$ cat src/sv/upd_pkg.sv
`timescale 1ns / 1ps
// upd_pkg: shared types, constants and the hex digit decode for the percent decoder
// depends on nothing; imported by url_percent_decoder

package upd_pkg;

   localparam logic [7:0] PctChar   = 8'h25;
   localparam logic [7:0] PlusChar  = 8'h2B;
   localparam logic [7:0] SpaceChar = 8'h20;

   // result queue sizing
   localparam int QueueDepth = 4;
   localparam int QueuePtrW  = $clog2(QueueDepth);
   localparam int QueueCntW  = $clog2(QueueDepth + 1);

   // most results one item can cause
   localparam int MaxResults = 3;
   localparam int RunIdxW    = $clog2(MaxResults);

   typedef struct packed {
      logic [7:0] in_byte;
      logic       in_last;
   } req_type;

   typedef struct packed {
      logic [7:0] out_byte;
      logic       run_last;
      logic       string_end;
   } rsp_type;

   // escape tracking, one-hot
   typedef enum logic [2:0] {
      PH_IDLE  = 3'b001,
      PH_PCT   = 3'b010,
      PH_DIGIT = 3'b100
   } phase_type;

   // results of one item, stored as one queue entry
   typedef struct packed {
      logic [RunIdxW-1:0]               cnt;
      logic [MaxResults-1:0][7:0]       data;
      logic                             eos;
   } group_type;

   // bit 4 set: not a hex digit, else bits 3:0 hold the nibble
   function automatic logic [4:0] hex_value(input logic [7:0] c);
      logic [4:0] r;
      r = 5'h10;
      if (c >= 8'h30 && c <= 8'h39) begin
         r = {1'b0, c[3:0]};
      end else if ((c >= 8'h61 && c <= 8'h66) || (c >= 8'h41 && c <= 8'h46)) begin
         r = {1'b0, c[3:0] + 4'd9};
      end
      return r;
   endfunction

endpackage

$ cat src/sv/url_percent_decoder.sv
`timescale 1ns / 1ps
// url_percent_decoder: streaming percent decoder, one encoded byte per item
// depends on upd_pkg
//
// usage:
//  - req channel (valid/ready) carries one encoded byte and a last-of-string flag
//  - rsp channel (valid/ready) carries decoded bytes, each with run_last (last
//    result of its input item) and string_end (final decoded byte of the string)
//  - csr_wr_en / csr_wr_data set the form-mode bit ('+' decodes to a space);
//    write only while the block is idle
//  - an item's results are worked out in the cycle it is accepted and stored as
//    one entry of a four-entry result queue; when the queue is empty, the first
//    result shows on rsp the next cycle
//  - throughput is one item per cycle as long as each causes at most one result
//    and rsp_ready stays high; a failed escape gives three results that drain
//    one by one, and the queue depth absorbs that while the input keeps flowing
//  - req_ready depends only on the queue fill count, never on rsp_ready
//  - when the receiver stalls the queue fills and req_ready drops once all four
//    entries are taken; nothing is lost or repeated
//  - reset empties the queue, leaves the escape state idle and clears the
//    form-mode bit

module url_percent_decoder (
   input  logic            clock,
   input  logic            reset,
   input  logic            req_valid,
   output logic            req_ready,
   input  upd_pkg::req_type req_payload,
   output logic            rsp_valid,
   input  logic            rsp_ready,
   output upd_pkg::rsp_type rsp_payload,
   input  logic            csr_wr_en,
   input  logic            csr_wr_data
);
   import upd_pkg::*;

   // configuration
   logic form_mode_ff;

   // escape state
   phase_type  phase_ff, phase_in;
   logic [7:0] held_ff, held_in;

   // result queue
   group_type              queue_ff [QueueDepth];
   logic [QueuePtrW-1:0]   wr_ptr_ff, rd_ptr_ff;
   logic [QueueCntW-1:0]   count_ff;
   logic [RunIdxW-1:0]     run_ff;

   group_type  grp_in;
   group_type  head;
   logic [4:0] hi_nib, lo_nib;
   logic       req_take, rsp_take, push, pop, head_done;

   assign req_take = req_valid && req_ready;
   assign rsp_take = rsp_valid && rsp_ready;

   // decode: results of the incoming item and the next escape state
   always_comb begin
      hi_nib   = hex_value(held_ff);
      lo_nib   = hex_value(req_payload.in_byte);
      grp_in   = '0;
      grp_in.eos = req_payload.in_last;
      phase_in = phase_ff;
      held_in  = held_ff;
      unique case (phase_ff)
         PH_PCT: begin
            if (req_payload.in_last) begin
               // short escape at end of string, flush verbatim
               grp_in.cnt     = RunIdxW'(2);
               grp_in.data[0] = PctChar;
               grp_in.data[1] = req_payload.in_byte;
               phase_in       = PH_IDLE;
            end else begin
               held_in  = req_payload.in_byte;
               phase_in = PH_DIGIT;
            end
         end
         PH_DIGIT: begin
            if (!hi_nib[4] && !lo_nib[4]) begin
               grp_in.cnt     = RunIdxW'(1);
               grp_in.data[0] = {hi_nib[3:0], lo_nib[3:0]};
            end else begin
               // failed escape, all three bytes verbatim
               grp_in.cnt     = RunIdxW'(3);
               grp_in.data[0] = PctChar;
               grp_in.data[1] = held_ff;
               grp_in.data[2] = req_payload.in_byte;
            end
            phase_in = PH_IDLE;
         end
         default: begin
            phase_in = PH_IDLE;
            if (req_payload.in_byte == PctChar && !req_payload.in_last) begin
               phase_in = PH_PCT;
            end else if (req_payload.in_byte == PlusChar && form_mode_ff) begin
               grp_in.cnt     = RunIdxW'(1);
               grp_in.data[0] = SpaceChar;
            end else begin
               grp_in.cnt     = RunIdxW'(1);
               grp_in.data[0] = req_payload.in_byte;
            end
         end
      endcase
   end

   // queue control
   assign req_ready = (count_ff < QueueCntW'(QueueDepth));
   assign head      = queue_ff[rd_ptr_ff];
   assign rsp_valid = (count_ff != '0);
   assign head_done = (run_ff == head.cnt - RunIdxW'(1));
   assign push      = req_take && (grp_in.cnt != '0);
   assign pop       = rsp_take && head_done;

   always_comb begin
      rsp_payload.out_byte   = head.data[run_ff];
      rsp_payload.run_last   = head_done;
      rsp_payload.string_end = head_done && head.eos;
   end

   always_ff @(posedge clock) begin
      if (reset) begin
         form_mode_ff <= 1'b0;
         phase_ff     <= PH_IDLE;
         wr_ptr_ff    <= '0;
         rd_ptr_ff    <= '0;
         count_ff     <= '0;
         run_ff       <= '0;
      end else begin
         if (csr_wr_en) begin
            form_mode_ff <= csr_wr_data;
         end
         if (req_take) begin
            phase_ff <= phase_in;
         end
         if (push) begin
            wr_ptr_ff <= wr_ptr_ff + QueuePtrW'(1);
         end
         if (pop) begin
            rd_ptr_ff <= rd_ptr_ff + QueuePtrW'(1);
         end
         if (push && !pop) begin
            count_ff <= count_ff + QueueCntW'(1);
         end else if (pop && !push) begin
            count_ff <= count_ff - QueueCntW'(1);
         end
         if (rsp_take) begin
            run_ff <= head_done ? '0 : run_ff + RunIdxW'(1);
         end
      end
   end

   // payload registers, no reset
   always_ff @(posedge clock) begin
      if (req_take) begin
         held_ff <= held_in;
      end
      if (push) begin
         queue_ff[wr_ptr_ff] <= grp_in;
      end
   end

   // checks
   a_count_bound: assert property (@(posedge clock) disable iff (reset)
      count_ff <= QueueCntW'(QueueDepth))
      else $error("result queue count beyond depth");

   a_run_in_group: assert property (@(posedge clock) disable iff (reset)
      rsp_valid |-> (run_ff < head.cnt))
      else $error("run index outside head group");

   a_end_is_last: assert property (@(posedge clock) disable iff (reset)
      (rsp_valid && rsp_payload.string_end) |-> rsp_payload.run_last)
      else $error("string_end without run_last");

   a_idle_after_last: assert property (@(posedge clock) disable iff (reset)
      (req_take && req_payload.in_last) |=> (phase_ff == PH_IDLE))
      else $error("escape state not idle after end of string");

   a_run_resets: assert property (@(posedge clock) disable iff (reset)
      pop |=> (run_ff == '0))
      else $error("run index not cleared after group drained");

endmodule
$ cat config.mk
export PLATFORM = sky130hd
export DESIGN_NAME = url_percent_decoder
export DESIGN_NICKNAME = d
export VERILOG_FILES = /design/src/sv/upd_pkg.sv /design/src/sv/url_percent_decoder.sv
export SDC_FILE = /design/constraint.sdc
export NUM_CORES = 1
export LEC_CHECK = 0
export BUFFER_PORTS_ARGS = -buffer_cell sky130_fd_sc_hd__clkbuf_2
export CAP_MARGIN = 20
export CORE_ASPECT_RATIO = 1.2
export CORE_UTILIZATION = 40
export CTS_CLUSTER_DIAMETER = 200
export CTS_CLUSTER_SIZE = 20
export DETAILED_ROUTE_END_ITERATION = 12
export PLACE_DENSITY = 0.61
export SLEW_MARGIN = 10
export SYNTH_ARGS = -nofsm -noshare
export SYNTH_HDL_FRONTEND = slang
export SYNTH_SLANG_ARGS = --single-unit
$ cat constraint.sdc
create_clock -name clock -period 6.16 [get_ports clock]
set_clock_uncertainty 0.1 [all_clocks]
set_input_delay 0.308 -clock clock [delete_from_list [all_inputs] [get_ports clock]]
set_output_delay 0.308 -clock clock [all_outputs]
set_load 0.05 [all_outputs]
==> results.yml, run 1 <==
status:
  status: "finished clean"
worst_setup_path:
  critical_path.top_delay_family: "multiplexers"
  crit_required_ns: 6.41
  crit_fanout: 27
  cp.arrival_ns: 3.93
  slowest_stage: "dfxtp_2"
  slowest_delay_ns: 0.93
  critPathCaptureType: "flop"
  crit_chain: "mux4_2 > xnor2_2 > mux2i_1 > ha_1 > inv_1 > fa_1 > xor2_1 > or3_1 > a21oi_1"
  cp-start-kind: "flop"
  critPathKind: "reg2reg"
  worst-path-buf-inv: 1
pwr:
  clockPowerShare_pct: 34.8
  vdd_drop_max_v: 0.0002013
  p_sw_mw: 0.7871
  combPwrFrac_pct: 22.0
  p_seq_share_pct: 43.2
  p_leak_nw: 2.282
  power.density_nw_per_um2: 395.7
  p_sw_share_pct: 30.07
  internal_power_mw: 1.831
yosys:
  ys_seq_area_share_pct: 65.71
  syn-instance-count: 361
  ys_types: 58
  netlist_area_um2: 5758
  synth_top_cell_by_area: "edfxtp_1"
  postSynth.asyncResetShare_pct: 0
  yosysTopAreaCellShare_pct: 60.50
  synth_edf_count: 116
  synth-seq-cells: 131
  syn-num-nets: 388
  synthFlopType: "edfxtp_1"
  avgSynthCellArea_um2: 15.95
  ys_top_cells_by_area: "edfxtp_1 60%, mux4_2 9.0%, dfxtp_1 5.2%"
  yosysWarnings: 0
cts:
  cts_tree: "built"
  cts.clk_slew.worst_paths_ns: 0.06
  post_cts_resized: 0
  clk_root_buffer_cell: "clkbuf_16"
  cts.sinks: 131
  cts_buffer_depth: 2
  cts_made_buffers: 17
  ctsHoldBuffers: 0
  post-cts-setup-buffers: 0
  clock_latency_ns: 0.41
  htree_levels: 4
grt:
  grt_max_degree: 28
  grt_pass1_vias: 3150
  track_usage_pct: 15.61
  grt_antenna_before_repair: 0
  grt-ovfl-total: 0
  grt_pass1_wl_um: 16840
layout:
  final_cell_mix: "116 x edfxtp_1, 26 x clkbuf_2, 23 x mux4_2"
  fillers: 1168
  regArea_um2: 3785
  finalInstanceArea_um2: 6615
  final_cells: 579
  fin_nets: 423
  synthToLayoutAreaGrowth_pct: 14.88
  multi_input_area_um2: 1817
  final_layout_size_suffix_gt1_share_pct: 22.55
  final_common_cell: "edfxtp_1"
  n_antenna_cell: 0
detailed_routing:
  met3_length_um: 360
  final_antenna_net_count: 0
  drtIter0Drc: 143
  vias: 3160
  wl_met2_um: 5482
  met1Wirelength_um: 4658
  drt_first_pass_iters: 4
  top_layer_used: "met4"
  wire_per_inst_um: 18.49
  wirelength_um: 10700
  vias_per_cell: 5.458
  drc_errors: 0
floorplan:
  rows: 47
  die_w_um: 111.5
  core_area_um2: 13940
  die_area_um2: 14880
  initial_core_util_pct: 41.31
  fp.dieH_um: 133.4
  ios: 27
sta:
  grt_setup_unrepaired: "false"
  fin_crit_ns: 3.683
  slew_violations: 0
  relSlewSlack_pct: 38.29
  setup_violations: 0
  max_freq_mhz: 271.5
  fin_tns_setup_ns: 0
  worst_pin_slew_ns: 0.9257
  fin_crit_sh_pct: 59.79
  hold_violations: 0
place:
  dp_hpwl_um: 7048
  dpl.cell_count: 548
  port_buffers: 26
  dpl_cell_area_um2: 6073
  gp_congestion: 0.8032
job:
  maxCapViolCount: 0
min_path:
  worstHoldPathType: "in2reg"
cell families after synthesis:
logic type               after synthesis  share of synthesized area (%)
buffers and inverters                 38                          2.760
adder cells (fa/ha/maj)               12                          2.738
AND/OR/NAND/NOR                       72                          6.954
multiplexers                          40                          13.10
AO/OA/AOI/OAI                         63                          7.844
flip-flops                           131                          65.71
XOR/XNOR                               5                         0.8911
stage by stage:
stage,setup WS (ns),hold WS [ns],power [mW],utilization (%)
2_1_floorplan,3.283,0.3024,1.607,-
3_3_place_gp,2.487,0.3893,1.731,43.58
3_5_place_dp,2.387,0.3972,1.740,43.58
4_1_cts,2.374,0.02377,2.651,47.46
5_1_grt,2.168,0.02820,2.729,47.46
6_report,2.477,0.03234,2.618,47.46
worst register-to-register path, delay by kind of cell (launching register included):
kind,cells,cell delay (ns)
muxes,2,1.07
buffers and inverters,1,0.06
and+or+nand+nor,1,0.30
adders and majority gates,2,0.64
xor gates and xnor gates,2,0.36
AOI/OAI and AO/OA,1,0.14
DFF,1,0.93
path summary, 6_finish.rpt:
check / endpoint / slack [ns] / cells after the start / from
worst max-delay path: count_ff[2] / 2.48 / 9 / flop
worst min-delay path: form_mode_ff / 0.03 / 3 / csr_wr_data
worst max register to register: count_ff[2] / 2.48 / 9 / flop
worst min register to register: rd_ptr_ff[1] / 0.40 / 2 / rd_ptr_ff[1]
registers in the layout (all words and copies together) (netlist names), named ones only:
| register | flops |
|---|---|
| phase_ff | 3 |
| wr_ptr_ff | 2 |
| held_ff | 8 |
| form_mode_ff | 1 |
| queue_ff | 108 |
| rd_ptr_ff | 2 |
| count_ff | 3 |
| run_ff | 2 |
metal layers:
metal	track usage [%]	vias up
li1	-	1493
met1	18.49	1579
met2	26.53	74
met3	4.004	14
met4	7.583	0
met5	0	-
power groups by stage:
stage | Sequential, mW | Combinational [mW] | Clock [mW]
2_1_floorplan | 1.10 | 0.505 | 0
3_3_place_gp | 1.15 | 0.581 | 0
3_5_place_dp | 1.15 | 0.586 | 0
4_1_cts | 1.14 | 0.587 | 0.928
5_1_grt | 1.15 | 0.621 | 0.961
6_report | 1.13 | 0.576 | 0.910
cell type report:
cell class                      instances  share of cell area (%)
Tap cell                              171                   3.234
Inverter                               22                   1.248
Clock inverter                         14                   1.759
Multi-Input combinational cell        192                   27.46
Clock buffer                           17                   6.431
Sequential cell                       131                   57.22
Timing Repair Buffer                   32                   2.648
cell usage after synthesis (4+ instances only):
cell,instances
mux4_1,4
nor2_1,20
o21ai_0,7
ha_1,11
mux4_2,23
nor3_1,5
a22o_1,10
a21oi_1,8
nand2_1,8
inv_1,22
clkbuf_1,8
dfxtp_1,15
edfxtp_1,116
and2_1,11
buf_2,4
mux2i_1,12
nand2b_1,6
o22ai_1,11
No activity file was read; power rests on OpenSTA's default activity.
==> run 2: changes to the inputs <==
Clock period 6.16 ns to 3.4 ns, I/O delays scaled along.
==> run 2 against run 1 <==
Sequential power increased by 76%; wire length grew 5.1%; power up 88%; combinational power increased by 98%; non-clock buffer count is 15 higher; die area unchanged; via count grew 3.6%; cell area is 2.9% higher; clock power grew 98%; first-iteration DRC count rose by 26%; critical path type is now in2reg; critical endpoint unchanged.
==> results.yml, run 2 (same netlist as run 1, synthesis figures left out) <==
sta:
  worst_pin_slew_ns: 0.6848
  fin_crit_ns: 3.118
  relSlewSlack_pct: 53.99
  whs_ns: 0.05751
  setup_violations: 0
  grt_setup_unrepaired: "false"
  fin_crit_sh_pct: 91.72
  max_freq_mhz: 320.7
  slew_violations: 0
  hold_violations: 0
  fin_tns_setup_ns: 0
pwr:
  power.density_nw_per_um2: 723.5
  p_leak_nw: 2.355
  vdd_drop_max_v: 0.0003309
detailed_routing:
  vias_per_cell: 5.510
  drt_first_pass_iters: 4
  final_antenna_net_count: 0
  drtIter0Drc: 180
  drc_errors: 0
  vias: 3273
  wirelength_um: 11250
  wire_per_inst_um: 18.93
floorplan:
  die_area_um2: 14880
  ios: 27
  initial_core_util_pct: 41.31
  die_w_um: 111.5
  rows: 47
  fp.dieH_um: 133.4
  core_area_um2: 13940
layout:
  synthToLayoutAreaGrowth_pct: 18.17
  fillers: 1177
  multi_input_area_um2: 1815
  regArea_um2: 3785
  n_antenna_cell: 0
  final_layout_size_suffix_gt1_share_pct: 22.46
  final_common_cell: "edfxtp_1"
  final_cell_mix: "116 x edfxtp_1, 26 x clkbuf_2, 23 x mux4_2"
  fin_nets: 438
  largest_reg_flops: 108
  largest_register: "queue_ff"
  largest_registers: "queue_ff: 108 flops, held_ff: 8 flops"
status:
  status: "finished clean"
worst_setup_path:
  critPathCaptureType: "flop"
  crit_required_ns: 3.64
  cp-start-kind: "primary input"
  slowest_stage: "dlygate4sd3_1"
  critPathKind: "in2reg"
  crit_fanout: 8
  cp.arrival_ns: 3.36
  crit_chain: "dlygate4sd3_1 > clkbuf_2 > inv_1 > ha_1 > nand2_1 > or4_1 > o21ai_1 > a31oi_2 > ha_1 > inv_1 > fa_1 > xor2_1 > or3_1 > a21oi_1"
  slowest_delay_ns: 0.53
place:
  dp_hpwl_um: 7219
  port_buffers: 26
  gp_congestion: 0.8553
cts:
  clk_root_buffer_cell: "clkbuf_16"
  cts.sinks: 131
  clock_latency_ns: 0.41
  cts_made_buffers: 17
  cts_tree: "built"
  htree_levels: 4
  cts.clk_slew.worst_paths_ns: 0.05
  cts_buffer_depth: 2
grt:
  grt-ovfl-total: 0
  track_usage_pct: 16.57
  grt_max_degree: 28
  grt_pass1_wl_um: 18090
  grt_antenna_before_repair: 0
  grt_pass1_vias: 3358
job:
  maxCapViolCount: 0
min_path:
  worstHoldPathType: "in2reg"
-- run 2: cell types whose count changed in the layout (fill, tap and decap cells not counted), moves of 2 or more --
| cell | previous run | this run |
|---|---|---|
| bufinv_16 | 1 | 3 |
| buf_4 | 6 | 10 |
| clkinvlp_4 | 2 | 5 |
| dlygate4sd3_1 | 0 | 11 |
| clkinv_2 | 4 | 1 |
-- run 2: worst paths after layout --
path | slack (ns) | cells after the start | from | endpoint
setup / recovery | 0.28 | 14 | req_payload[2] | count_ff[2]
hold / removal | 0.06 | 2 | reset | count_ff[2]
setup reg to reg | 0.40 | 9 | flop | count_ff[2]
hold reg to reg | 0.40 | 2 | rd_ptr_ff[1] | rd_ptr_ff[1]
-- run 2: area by class of cell --
cell class | instances | share of cell area [%]
clock inverters | 13 | 2.391
inverters | 22 | 1.214
flip-flops and latches | 131 | 55.63
repair buffers | 47 | 4.634
clock buffers | 18 | 6.307
multi-input cells | 192 | 26.68
well taps | 171 | 3.145
-- run 2: repair_timing --
action,in CTS,in global routing
gates resized for setup,0,0
hold buffers,11,0
setup buffers,0,0
hold endpoints to repair,13,0
-- run 2: metrics by stage --
step	power [mW]	setup slack (ns)	cell area, um^2	cells	util, %
after floorplan	2.912	0.5234	5758	361	-
after global placement	3.147	0.5054	6102	552	43.78
after detailed placement	3.170	0.3704	6102	552	43.78
after CTS	4.977	0.2779	6804	594	48.82
after global routing	5.138	0.01489	6804	594	48.82
final	4.923	0.2817	6804	594	48.82
-- run 2: layer usage --
metal  vias to the layer above  part of all wire, %  GRT usage [%]  routed length [um]
met3                        19                  4.7          4.049                 525
met4                         0                  1.5          6.306                 172
li1                       1528                    -              -                   -
met5                         -                    0              0                   0
met2                        84                   50          27.74                5668
met1                      1642                   43          20.85                4879
-- run 2: report_power, final --
part | switching [mW] | internal [mW]
logic | 0.717 | 0.419
clock network | 0.655 | 1.14
registers | 0.0641 | 1.92
total | 1.44 | 3.49
-- run 2: worst max-delay path, delay by kind of cell --
family / cells / cell delay [ns]
simple gates: 3 / 0.81
fa+ha+maj: 3 / 0.68
compound gates: 3 / 0.73
buf+inv: 4 / 0.87
xor+xnor: 1 / 0.08
